$ cat src/hw/rtl/eavl_isqrt.sv
// Pipelined restoring integer square root, one root bit per register stage.
// Carries a valid bit and a sideband word alongside; no package dependency.
module eavl_isqrt #(
  parameter int IN_W   = 42,
  parameter int SIDE_W = 1
) (
  input  logic                clk,
  input  logic                rst_n,
  input  logic                en,
  input  logic                in_valid,
  input  logic [IN_W-1:0]     in_rad,
  input  logic [SIDE_W-1:0]   in_side,
  output logic                out_valid,
  output logic [IN_W/2-1:0]   out_root,
  output logic [IN_W/2+2:0]   out_rem,
  output logic [SIDE_W-1:0]   out_side
);

  localparam int ROOT_W = IN_W / 2;
  localparam int REM_W  = ROOT_W + 3;

  logic              vld_r  [ROOT_W];
  logic [IN_W-1:0]   rad_r  [ROOT_W];
  logic [REM_W-1:0]  rem_r  [ROOT_W];
  logic [ROOT_W-1:0] root_r [ROOT_W];
  logic [SIDE_W-1:0] side_r [ROOT_W];

  for (genvar k = 0; k < ROOT_W; k++) begin : g_stage
    logic              v_in;
    logic [IN_W-1:0]   rad_in;
    logic [REM_W-1:0]  rem_in;
    logic [ROOT_W-1:0] root_in;
    logic [SIDE_W-1:0] side_in;
    logic [REM_W-1:0]  rem_sh;
    logic [REM_W-1:0]  trial;
    logic              ge;
    logic [REM_W-1:0]  rem_nxt;
    logic [ROOT_W-1:0] root_nxt;

    if (k == 0) begin : g_first
      assign v_in    = in_valid;
      assign rad_in  = in_rad;
      assign rem_in  = '0;
      assign root_in = '0;
      assign side_in = in_side;
    end else begin : g_next
      assign v_in    = vld_r[k-1];
      assign rad_in  = rad_r[k-1];
      assign rem_in  = rem_r[k-1];
      assign root_in = root_r[k-1];
      assign side_in = side_r[k-1];
    end

    always_comb begin
      rem_sh   = {rem_in[REM_W-3:0], rad_in[IN_W-1 -: 2]};
      trial    = {1'b0, root_in, 2'b01};
      ge       = (rem_sh >= trial);
      rem_nxt  = ge ? (rem_sh - trial) : rem_sh;
      root_nxt = {root_in[ROOT_W-2:0], ge};
    end

    always_ff @(posedge clk) begin
      if (!rst_n) begin
        vld_r[k] <= 1'b0;
      end else if (en) begin
        vld_r[k] <= v_in;
      end
    end

    always_ff @(posedge clk) begin
      if (en) begin
        rad_r[k]  <= {rad_in[IN_W-3:0], 2'b00};
        rem_r[k]  <= rem_nxt;
        root_r[k] <= root_nxt;
        side_r[k] <= side_in;
      end
    end
  end

  assign out_valid = vld_r[ROOT_W-1];
  assign out_root  = root_r[ROOT_W-1];
  assign out_rem   = rem_r[ROOT_W-1];
  assign out_side  = side_r[ROOT_W-1];

endmodule

$ cat config.mk
export PLATFORM = sky130hd
export DESIGN_NAME = eavl_isqrt
export DESIGN_NICKNAME = d
export VERILOG_FILES = /design/src/hw/rtl/eavl_isqrt.sv
export SDC_FILE = /design/constraint.sdc
export NUM_CORES = 2
export LEC_CHECK = 0
export BUFFER_PORTS_ARGS = -buffer_cell sky130_fd_sc_hd__buf_4
export CAP_MARGIN = 10
export CELL_PAD_IN_SITES_DETAIL_PLACEMENT = 0
export CELL_PAD_IN_SITES_GLOBAL_PLACEMENT = 1
export CORE_ASPECT_RATIO = 1.1
export CORE_UTILIZATION = 45
export CTS_CLUSTER_DIAMETER = 60
export DETAILED_ROUTE_END_ITERATION = 8
export HOLD_SLACK_MARGIN = 0.08
export PLACE_DENSITY = 0.71
export SYNTH_ARGS = -nofsm -noshare
export SYNTH_HDL_FRONTEND = slang
export SYNTH_SLANG_ARGS = --single-unit
$ cat constraint.sdc
create_clock -name clk -period 6.8 [get_ports clk]
set_input_delay 0.68 -clock clk [delete_from_list [all_inputs] [get_ports clk]]
set_output_delay 0.68 -clock clk [all_outputs]
set_load 0.005 [all_outputs]
---- Word level (Yosys, flattened, before mapping) ----
Memory sizes are Yosys's and may differ from the RTL's.
Index checks and enable logic that the tools add are counted.
word-level totals
  memories ................................ 5
  logic and storage cells ................. 115
  output and inout bits ................... 47
  latch bits .............................. 0
  bits in read-only memories .............. 0
  memory bits (writable) .................. 1827
  register bits after elaboration ......... 0
  input port bits ......................... 47
memory list
  name    words  bits a word  read ports  clocked after Yosys merged registers in  write ports  line  text
  rad_r   21     40           20          0                                        21           23    logic [IN_W-1:0] rad_r [ROOT_W];
  rem_r   21     24           21          0                                        21           24    logic [REM_W-1:0] rem_r [ROOT_W];
  root_r  21     21           21          0                                        21           25    logic [ROOT_W-1:0] root_r [ROOT_W];
  side_r  21     1            21          0                                        21           26    logic [SIDE_W-1:0] side_r [ROOT_W];
  vld_r   21     1            21          0                                        21           22    logic vld_r [ROOT_W];
operators by class
  div/mod/pow operators ................... 0
  multiplexer cells ....................... 47
  bitwise operators ....................... 21
  add/sub/neg operators ................... 21
  $mul .................................... 0
  order comparisons ....................... 21
  shift operators ......................... 0
  reduce and logical (&&, ||, !) cells .... 0
  equal/unequal tests ..................... 0
operators by type and width
  cell                 number
  $mux 24              21
  $ge 24x23->1         20
  $sub 24x23->24       20
  $mux 1               26
  $or 1x1->1           21
  $sub 2x1->3 const B  1
  $ge 2x1->1 const B   1

---- Depth between registers and ports, before layout ----
  depth after elaboration ................. 4
  gate-level depth with buffers ........... 13
  gate-level depth less buffers ........... 11

---- Worst setup path before layout ----
OpenSTA, ideal clock, no wires.
  path kind ............................... flip-flop to flip-flop
  from .................................... memory rem_r[3][55] in the netlist's numbering
  to ...................................... memory rem_r[3][83] in the netlist's numbering, data pin
  arrival ................................. 2.822 ns
  buffers on the path ..................... 1
  cell stages (with the launch flop) ...... 9
  data required time ...................... 6.540 ns
  period minus slack after synthesis ...... 3.082 ns
  path slack .............................. 3.718 ns
  setup time .............................. 0.260 ns
  cell sequence ........................... edfxtp_1 > ha_1 > and4_1 > nand3_1 > nor4_1 > nor2_1 > a21oi_1 > clkbuf_1 > mux2_2
RTL lines
  what         line
  from (decl)  24

==> flow_metrics.env <==
export IMPL_outcome="finished, final reports clean"
export IMPL_sequentialPowerShare=0.469
export IMPL_synth_cell_type_count=83
export IMPL_cts_htree_levels=4
export IMPL_num_rows=130
export IMPL_period_share=0.5530
export IMPL_synth_warnings=0
export IMPL_cp_arrival_ns=4.25
export IMPL_path_cells="ha_1 > nand2_1 > or4b_2 > or2_2 > nand3b_1 > nand2_1 > a2111o_1 > xnor2_1"
export IMPL_synthTopCellsByArea="edfxtp_1, ha_1, xnor2_1, xor2_1, a21oi_1"
export IMPL_synthFlopType="edfxtp_1"
export IMPL_die_y_um=358.8
export IMPL_p_leak_nw=22.69
export IMPL_grt_setup_unrepaired="no"
export IMPL_cts_setup_buffers=0
export IMPL_clock_sinks=1129
export IMPL_grt_pass1_vias=29566
export IMPL_antenna_found_initial=2
export IMPL_cp_start_kind="register"
export IMPL_internal_power_mw=14.48
export IMPL_grt_max_degree=183
export IMPL_grt_pass1_wl_mm=154.9
export IMPL_switching_share=0.2723
export IMPL_p_sw_mw=5.416
export IMPL_yosysSeqAreaShare=0.6508
export IMPL_fin_ws_ns=3.040
export IMPL_critPathRequiredTime_ns=7.29
export IMPL_stdcell_count=5792
export IMPL_syn2layout_area_growth_pct=13.75
export IMPL_die_width_um=326.4
export IMPL_synth_edf_count=1128
export IMPL_ys_async_sr_fraction=0
export IMPL_syn_nets=4273
export IMPL_clkPwrFrac=0.344
export IMPL_fmax_mhz=265.9
export IMPL_cts_root_buf="clkbuf_16"
export IMPL_fin_area_sq_um=59240
export IMPL_drive_gt1_frac=0.09078
export IMPL_postSynthAreaPerCell_sq_um=13.11
export IMPL_ant_nets=0
export IMPL_power_density_nw_per_um2=335.8
export IMPL_ys_seq_elements=1129
export IMPL_route_detailed_drc=0
export IMPL_placedCellCount=5523
export IMPL_cts_tree="yes"
export IMPL_final_setup_viol_count=0
export IMPL_fin_skew_ns=0.02149
export IMPL_crit_top_cell="nand2_1"
export IMPL_slew_violations=0
export IMPL_io_buffers=93
export IMPL_clockBufferDepth=3
export IMPL_initial_core_util=0.4548
export IMPL_fin_nets=4479
export IMPL_hold_viol=0
export IMPL_netlist_area_sq_um=52080
export IMPL_io_pins=94
export IMPL_cpPeakStageDelay_ns=0.81
export IMPL_cp_slowest_cell="nand3b_1"
export IMPL_crit_path_end_kind="register"
export IMPL_worst_hold_path_type="in2reg"
export IMPL_fin_crit_ns=3.760
export IMPL_critPathMaxFanout=25
export IMPL_first_iter_violations=1774
export IMPL_yosysTopAreaCell="edfxtp_1"
export IMPL_diodes=0
export IMPL_post_place_ws_ns=3.038
export IMPL_routed_wl_mm=97.00
export IMPL_synth_top_cell_area_share=0.6504
export IMPL_dpl_cell_area_sq_um=54600
export IMPL_gp_congestion=0.8243
export IMPL_vias_per_cell=5.192
export IMPL_maxCapViolations=0
export IMPL_clk_latency_ns=0.75
export IMPL_maxSlewHeadroom=0.2510
export IMPL_grt_ovfl_total=0
export IMPL_vdd_ir_drop_max_uv=256.6
export IMPL_vias=30071
export IMPL_die_area_sq_um=117100
export IMPL_fp_coreArea_sq_um=114500
export IMPL_wl_per_cell_um=16.75
export IMPL_numCtsBuffers=130
export IMPL_finalSetupTns_ns=0
export IMPL_syn_inst=3971
export IMPL_dpl_hpwl_mm=67.53
export IMPL_worstMarginPinSlew_ns=1.123
export IMPL_worstSetupPathType="reg2reg"
export IMPL_track_usage=0.1664
export IMPL_dr_pass1_iters=5
export IMPL_power_frac_comb=0.187
export IMPL_clk_pin_slew_ns=0.06
-- final cells by class --
class	count	area [sq um]
Clock buffer	156	3381
Clock inverter	73	854.6
Fill cell	9869	55270
Inverter	318	1194
Multi-Input combinational cell	2447	16710
Sequential cell	1129	33890
Tap cell	1518	1899
Timing Repair Buffer	151	1304
-- logic make-up after synthesis --
| group | Yosys count | share of synthesized area |
|---|---|---|
| muxes | 62 | 0.01319 |
| xor gates and xnor gates | 340 | 0.05718 |
| AOI/OAI and AO/OA | 789 | 0.09358 |
| buffers and inverters | 395 | 0.02854 |
| other | 1 | 0.00007201 |
| DFF | 1129 | 0.6508 |
| adders and majority gates | 255 | 0.06127 |
| and+or+nand+nor | 1000 | 0.09534 |
-- cells in the mapped netlist, types with 14 or more instances --
master,number
a211oi_1,28
a21o_1,70
a21oi_1,250
a31oi_1,24
and2_1,14
and3_1,37
clkbuf_1,74
edfxtp_1,1128
ha_1,255
inv_1,313
mux2_2,49
nand2_1,263
nand2b_1,47
nand3_1,52
nand4_1,41
nor2_1,249
nor2b_1,37
nor3_1,89
nor4_1,41
o211ai_1,19
o21a_1,67
o21ai_0,176
o21ai_1,34
o21bai_1,15
o31ai_1,21
or2_2,18
or3_1,35
or4_1,22
xnor2_1,177
xor2_1,163
-- through the flow --
step | hold slack [ns] | power (mW) | util
4_1_cts | 0.1070 | 20.17 | 0.5173
3_5_place_dp | 0.4045 | 13.18 | 0.4768
2_1_floorplan | 0.4003 | 11.96 | -
3_3_place_gp | 0.4004 | 13.16 | 0.4768
5_1_grt | 0.1129 | 20.93 | 0.5173
6_report | 0.1613 | 19.89 | 0.5173
-- power groups by stage --
| stage | sequential, mW | combinational [mW] | clock, mW |
|---|---|---|---|
| floorplan | 9.24 | 2.72 | 0 |
| finish | 9.32 | 3.72 | 6.85 |
| global placement | 9.47 | 3.69 | 0 |
| global route | 9.42 | 4.17 | 7.34 |
| CTS | 9.34 | 3.74 | 7.09 |
| detailed placement | 9.48 | 3.70 | 0 |
-- final timing paths --
kind	startpoint	end	slack [ns]	cells after the start
worst max-delay path	rem_r[2][57]$_DFFE_PP_	rem_r[2][91]$_DFFE_PP_	3.04	8
worst min-delay path	in_rad[28]	rad_r[0][28]$_DFFE_PP_	0.16	1
worst max register to register	rem_r[2][57]$_DFFE_PP_	rem_r[2][91]$_DFFE_PP_	3.04	8
worst min register to register	rad_r[8][34]$_DFFE_PP_	rad_r[9][36]$_DFFE_PP_	0.41	0
-- worst max-delay path: cells and delay by family, from the launching register on --
family          cells  cell delay (ns)
fa+ha+maj           1             0.40
compound gates      1             0.46
simple gates        5             2.14
flops               1             0.39
xor+xnor            1             0.13
-- flip-flops by register name, indices dropped and copies added (netlist names) --
register  flops
vld_r        21
rem_r       436
root_r      231
rad_r       420
side_r       21
-- routing by layer --
metal / GRT usage / part of all wire / vias to the layer above
li1: - / - / 15160
met1: 0.1989 / 0.42 / 14242
met2: 0.2929 / 0.51 / 481
met3: 0.02952 / 0.034 / 188
met4: 0.07551 / 0.037 / 0
met5: 0 / 0 / -
-- placed cells by master, fill, tap and decap left out, drive strengths merged, types with 9 or more instances in the layout --
cell and n:
edfxtp 1128, inv 330, nand2 263, ha 255, a21oi 250, nor2 250
o21ai 210, xnor2 177, xor2 163, clkbuf 156, buf 111, nor3 89
a21o 70, o21a 67, mux2 53, nand3 52, nand2b 47, clkinv 44
nand4 41, nor4 41, dlygate4sd3 40, nor2b 37, and3 37, or3 36
a211oi 28, a31oi 24, or4 23, o31ai 21, o211ai 19, or2 19
o21bai 15, and2 14, nand3b 13, bufinv 12, and4 10, mux2i 9
nand4b 9
-- repair_timing --
action / CTS / global route
gates resized for setup: 0 / 0
hold endpoints to repair: 40 / 0
hold buffers: 40 / 0
No activity file was read; power rests on OpenSTA's default activity.
