`config.mk`:
```
export PLATFORM = sky130hd
export DESIGN_NAME = eavl_div
export DESIGN_NICKNAME = d
export VERILOG_FILES = /design/src/hw/rtl/eavl_pkg.sv /design/src/hw/rtl/eavl_div.sv
export SDC_FILE = /design/constraint.sdc
export NUM_CORES = 2
export LEC_CHECK = 0
export BUFFER_PORTS_ARGS = -buffer_cell sky130_fd_sc_hd__buf_2
export CELL_PAD_IN_SITES_DETAIL_PLACEMENT = 0
export CELL_PAD_IN_SITES_GLOBAL_PLACEMENT = 1
export CORE_MARGIN = 2
export CORE_UTILIZATION = 52
export DETAILED_ROUTE_END_ITERATION = 16
export PLACE_DENSITY = 0.84
export REMOVE_ABC_BUFFERS = 1
export SETUP_SLACK_MARGIN = 0.05
export SLEW_MARGIN = 0
export SYNTH_ARGS = -nofsm -noshare
export SYNTH_HDL_FRONTEND = slang
export SYNTH_SLANG_ARGS = --single-unit
```
`constraint.sdc`:
```
create_clock -name clk -period 6.44 [get_ports clk]
set_input_delay 1.288 -clock clk [delete_from_list [all_inputs] [get_ports clk]]
set_output_delay 1.288 -clock clk [all_outputs]
set_load 0.1 [all_outputs]
```
`src/hw/rtl/eavl_pkg.sv`:
```
// Package of the elbow angle velocity law: field widths, fixed-point constants,
// register indexes and the arccosine polynomial. Depends on nothing.
package eavl_pkg;

  localparam int IN_TDATA_W  = 80;
  localparam int OUT_TDATA_W = 88;
  localparam int CFG_DATA_W  = 20;

  localparam int POS_W   = 20;
  localparam int ANGLE_W = 19;
  localparam int LEN_W   = 18;
  localparam int DIST_W  = 19;
  localparam int ERR_W   = 20;
  localparam int VEL_W   = 28;
  localparam int GAIN_W  = 8;

  // Divider geometry: the denominator 2*Lua*Lee fits 37 bits, the quotient is
  // the cosine magnitude in Q.24 and never exceeds 2^24.
  localparam int DEN_W = 37;
  localparam int Q_W   = 25;

  localparam logic [LEN_W-1:0] LEN_MAX = 18'd131072;
  localparam int               PI_Q16  = 205887;
  localparam logic [Q_W-1:0]   ONE_Q24 = 25'd16777216;

  // Horner coefficients of the arccosine polynomial, highest order first, Q.30.
  localparam int P_W = 34;
  localparam logic signed [P_W-1:0] ACOS_COEF [8] = '{
    -34'sd1355590, 34'sd7161955, -34'sd18348235, 34'sd33169905,
    -34'sd53874249, 34'sd95540460, -34'sd230423709, 34'sd1686629690
  };

  typedef enum logic [2:0] {
    CFG_REF_X    = 3'd0,
    CFG_REF_Y    = 3'd1,
    CFG_REF_Z    = 3'd2,
    CFG_UPPER    = 3'd3,
    CFG_FOREARM  = 3'd4,
    CFG_MARKER   = 3'd5,
    CFG_GAIN     = 3'd6,
    CFG_DEADZONE = 3'd7
  } cfg_reg_t;

endpackage

```
`src/hw/rtl/eavl_div.sv`:
```
// Pipelined restoring divider forming the cosine magnitude |num| * 2^24 / den.
// One quotient bit per stage; widths come from eavl_pkg.
module eavl_div #(
  parameter int SIDE_W = 1
) (
  input  logic                       clk,
  input  logic                       rst_n,
  input  logic                       en,
  input  logic [eavl_pkg::DEN_W-1:0] den,
  input  logic                       in_valid,
  input  logic [eavl_pkg::DEN_W-1:0] in_mag,
  input  logic [SIDE_W-1:0]          in_side,
  output logic                       out_valid,
  output logic [eavl_pkg::Q_W-1:0]   out_quot,
  output logic [SIDE_W-1:0]          out_side
);

  localparam int DW = eavl_pkg::DEN_W;
  localparam int QW = eavl_pkg::Q_W;

  logic              vld_r  [QW];
  logic [DW-1:0]     rem_r  [QW];
  logic [QW-1:0]     quot_r [QW];
  logic [SIDE_W-1:0] side_r [QW];

  // The denominator comes from configuration, which users must keep still while
  // items are in flight (unenforced), so all stages share it, not carried along.
  for (genvar k = 0; k < QW; k++) begin : g_stage
    logic              v_in;
    logic [DW:0]       rem_sh;
    logic [QW-1:0]     quot_in;
    logic [SIDE_W-1:0] side_in;
    logic              ge;
    logic [DW:0]       rem_nxt;

    if (k == 0) begin : g_first
      assign v_in    = in_valid;
      assign rem_sh  = {1'b0, in_mag};
      assign quot_in = '0;
      assign side_in = in_side;
    end else begin : g_next
      assign v_in    = vld_r[k-1];
      assign rem_sh  = {rem_r[k-1], 1'b0};
      assign quot_in = quot_r[k-1];
      assign side_in = side_r[k-1];
    end

    always_comb begin
      ge      = (rem_sh >= {1'b0, den});
      rem_nxt = ge ? (rem_sh - {1'b0, den}) : rem_sh;
    end

    always_ff @(posedge clk) begin
      if (!rst_n) begin
        vld_r[k] <= 1'b0;
      end else if (en) begin
        vld_r[k] <= v_in;
      end
    end

    always_ff @(posedge clk) begin
      if (en) begin
        rem_r[k]  <= rem_nxt[DW-1:0];
        quot_r[k] <= {quot_in[QW-2:0], ge};
        side_r[k] <= side_in;
      end
    end
  end

  assign out_valid = vld_r[QW-1];
  assign out_quot  = quot_r[QW-1];
  assign out_side  = side_r[QW-1];

endmodule

```
### Word-level counts from Yosys, hierarchy flattened

Memory sizes are Yosys's and may differ from the RTL's.
Cells that the tools add are included.

| word-level totals | value |
|---|---|
| register bits after elaboration | 0 |
| output and inout bits | 27 |
| memory bits (writable) | 1600 |
| word-level logic and storage cells | 134 |
| input bits | 79 |
| memories | 4 |

| operators by class | value |
|---|---|
| muxes and demuxes | 55 |
| bitwise operators | 25 |
| $lt $le $gt $ge | 25 |
| add/sub/neg operators | 25 |

Memory list:

| memory | words | width | rd ports | clocked after Yosys merged registers in | write ports | RTL line | text |
|---|---|---|---|---|---|---|---|
| rem_r | 25 | 37 | 24 | 0 | 25 | eavl_div.sv:22 | `logic [DW-1:0] rem_r [QW];` |
| quot_r | 25 | 25 | 25 | 0 | 25 | eavl_div.sv:23 | `logic [QW-1:0] quot_r [QW];` |
| side_r | 25 | 1 | 25 | 0 | 25 | eavl_div.sv:24 | `logic [SIDE_W-1:0] side_r [QW];` |
| vld_r | 25 | 1 | 25 | 0 | 25 | eavl_div.sv:21 | `logic vld_r [QW];` |

Operators by type and width:

| kind | count |
|---|---|
| 2-to-1 mux 37 bit | 25 |
| subtractor 37 bit | 25 |
| greater-or-equal comparator 38 x 37 -> 1 bit | 24 |
| greater-or-equal comparator 37 bit | 1 |
| 2-to-1 mux 1 bit | 30 |
| bitwise OR 1 bit | 25 |

### Logic depth before layout (Yosys ltp)

| logic depth | value |
|---|---|
| word-level depth | 4 |
| depth in mapped cells | 16 |
| gate-level depth less buffers | 14 |

### Worst setup path before layout

No wires, ideal clock.

| path | value |
|---|---|
| kind | input-to-reg |
| from | input den[3] in the netlist's numbering |
| to | memory rem_r[2][158] in the netlist's numbering (data pin) |
| stages | 15 |
| path slack | 1.281 ns |
| path buffers | 2 |
| setup time | 0.262 ns |
| arrival | 4.897 ns |
| cell sequence | inv_1 -> ha_1 -> o211ai_1 -> a21oi_1 -> a211oi_2 -> o211ai_2 -> o31a_1 -> a31o_1 -> a211o_1 -> a221o_1 -> a31oi_1 -> o311a_1 -> buf_6 -> buf_6 -> mux2_1 |

RTL lines:

| what | RTL line | text |
|---|---|---|
| start, declared | eavl_div.sv:9 | `input logic [eavl_pkg::DEN_W-1:0] den,` |
| end, declared | eavl_div.sv:22 |  |

==> results_dict.tcl <==
set metrics [dict create \
    die_y_um 427 \
    r2r-end "rem_r[2][171]" \
    fp.dieW_um 427 \
    wirelength_um 287000 \
    irDropWorstVdd_mv 0.314 \
    drt-initial-drc-count 7004 \
    required_ns 7.02 \
    cp_cell_sequence "buf_2 > inv_2 > buf_4 > ha_1 > nand4_1 > nand2b_1 > a21oi_1 > or3_1 > o31ai_1 > buf_4 > o211ai_1 > nand2_1 > o31ai_1 > a21o_2 > nor2_1 > a21oi_1" \
    grt_max_degree 184 \
    crit_slowest_cell "a21o_2" \
    path_max_fanout 63 \
    synth_top_area_cell "edfxtp_1" \
    slew_violations 0 \
    fin_crit_sh 0.782 \
    place.gp.congestion 0.947 \
    cts-resized-gates 0 \
    cp.arrival_ns 5.62 \
    timing.setup.critical_path_class "input port to flip-flop" \
    cts_tree "built" \
    h-tree-depth 4 \
    grt_pass1_wl_um 430000 \
    max_freq_ghz 0.198 \
    cts_setup_buffers 0 \
    rsz0062_at_grt "false" \
    synth_cell_types 91 \
    cp-start-kind "input port" \
    synth_top_area_share 0.407 \
    min_path_cells 0 \
    final_antenna_net_count 0 \
    fin_skew_ns 0.0349 \
    grt.total_usage 0.309 \
    rows 155 \
    overflow 0 \
    run_status "finished, final reports clean" \
    clkTransAtPathRegs_ns 0.06 \
    cpPeakStageDelay_ns 0.95 \
    dp_hpwl_um 213000 \
    syn_inst 9518 \
    design_area_um2 102000 \
    grt_pass1_vias 71097 \
    drive_gt1_frac 0.0853 \
    cts_hold_buf 0 \
    ys_top_cells_by_area "edfxtp_1, ha_1, a21oi_1" \
    grt_antenna_before_repair 2 \
    detail_route.wl_per_cell_um 23.7 \
    hp-class "flip-flop to flip-flop" \
    ys_seq_area_frac 0.408 \
    synth-seq-cells 1263 \
    initial_core_util 0.523 \
    end_kind "flip-flop" \
    power_density_nw_per_um2 564 \
    synth-main-ff-cell "edfxtp_1" \
    p_leak_nw 41.2 \
    num-fill-cells 15529 \
    synth-edff-count 1262 \
    fin_crit_ns 5.04 \
    setup_viol 0 \
    clockBufferDepth 3 \
    synthArstFlopShare 0 \
    die-area_um2 182000 \
    coreArea_um2 178000 \
    port_buffers 105 \
    yosys_warnings 0 \
    cts.sinks 1263 \
    min_from "quot_r[1][88]" \
    r2r_slack_ns 2.02 \
    ios 106 \
    maxSlewHeadroom 0.217 \
    cts_buffers 146 \
    postSynthAreaPerCell_um2 9.78 \
    drv_cap 0 \
    vias_per_cell 6.26 \
    finalSetupTns_ns 0 \
    root_buffer "clkbuf_16" \
    vias 75846 \
    min_to "quot_r[1][114]" \
    area_growth_pct 10.0 \
    drc 0 \
    reg2reg_depth 13 \
    clock_latency_ns 0.83 \
    place_area_um2 97400 \
    drt_pass1_iterations 6 \
    worst_pin_slew_ns 1.17 \
    final_hold_viol_count 0 \
    final_nets 10671 \
    r2r-start "rem_r[2][113]" \
    syn_area_um2 93000 \
]
-- synth_stat cells, drive strengths merged (110+ instances only) --
library cell / n
a21o: 466
nor3: 140
inv: 272
a21oi: 1112
nor2b: 139
nor2: 744
mux2: 235
nand3: 157
and3: 110
edfxtp: 1262
xnor2: 435
nand2: 768
nand4: 151
xor2: 316
o21a: 131
clkbuf: 246
ha: 924
o21ai: 763
nand2b: 161
-- how the worst max path moves through the flow --
stage | start | to | slack (ns) | cells after the start
4_1_cts | den[9] | rem_r[0][201] | 1.49 | 16
6_report | den[10] | rem_r[1][178] | 1.40 | 16
5_1_grt | den[9] | rem_r[0][201] | 1.23 | 16
3_3_place_gp | den[19] | rem_r[0][122] | 0.61 | 15
2_1_floorplan | den[2] | quot_r[1][175] | -3.18 | 11
3_5_place_dp | den[9] | rem_r[1][129] | 0.65 | 16
-- power by group --
group	switching (mW)	internal, mW	total (mW)
combinational	18.6	13.5	32.1
clock	3.63	5.03	8.66
sequential	2.70	14.2	16.9
-- flip-flops by register name, indices dropped and copies added, names as in the netlist --
name	count
side_r	25
quot_r	325
vld_r	25
rem_r	888
-- kinds of logic after synthesis --
logic type	count (synthesis)	share of synthesized area
AOI/OAI and AO/OA	3150	0.208
xor gates and xnor gates	751	0.0707
adders and majority gates	948	0.129
buffers and inverters	567	0.0235
DFF	1263	0.408
muxes	246	0.0296
and+or+nand+nor	2593	0.131
-- cell type report --
| cell class | count | area (um2) | share of cell area |
|---|---|---|---|
| flip-flops and latches | 1263 | 37900 | 0.370 |
| well taps | 2355 | 2950 | 0.0288 |
| clock inverters | 103 | 1200 | 0.0117 |
| multi-input cells | 7688 | 53100 | 0.519 |
| repair buffers | 273 | 2390 | 0.0234 |
| clock buffers | 164 | 3760 | 0.0368 |
| diodes | 3 | 7.51 | 0.0000733 |
| inverters | 272 | 1020 | 0.00997 |
-- stage by stage --
step / hold slack (ns) / power (mW) / utilization / worst slack (ns) / std cells
5_1_grt: 0.420 / 61.8 / 0.575 / 1.23 / 12118
6_report: 0.412 / 57.7 / 0.575 / 1.40 / 12121
3_3_place_gp: 0.400 / 47.9 / 0.547 / 0.610 / 11851
3_5_place_dp: 0.405 / 48.2 / 0.547 / 0.651 / 11851
4_1_cts: 0.415 / 57.3 / 0.575 / 1.49 / 12118
2_1_floorplan: 0.400 / 39.5 / - / -3.18 / 9223
-- worst max-delay path, delay by kind of cell --
kind            cells  cell delay [ns]
compound gates      6             1.95
simple gates        5             0.88
buf+inv             4             1.11
fa+ha+maj           1             0.33
-- placed cells by master, fill, tap and decap left out, drive strengths merged, types with 24 or more instances in the layout --
master	netlist	routed
xor2	316	316
a31oi	89	89
clkinv	0	57
nand3	157	157
o211ai	43	43
nand4	151	151
nand2b	161	161
nor2b	139	139
o31ai	69	69
edfxtp	1262	1262
or3	42	42
and3	110	110
a21o	466	466
nor2	744	744
a211oi	77	77
o41ai	25	25
mux2	235	235
o21bai	99	99
nor3	140	140
o21a	131	131
xnor2	435	435
inv	272	282
clkbuf	246	164
buf	49	273
nand2	768	768
and2	57	57
o31a	31	31
ha	924	924
nor4	24	24
o21ai	763	763
a21oi	1112	1112
fa	24	24
-- layer usage --
metal	part of all wire	routed length [um]	vias to the layer above	track usage
li1	-	-	36070	-
met1	0.43	125000	36405	0.425
met2	0.45	128000	2798	0.483
met3	0.067	19200	573	0.0389
met4	0.053	15200	0	0.152
met5	0	0	-	0
No activity file was read; power rests on OpenSTA's default activity.
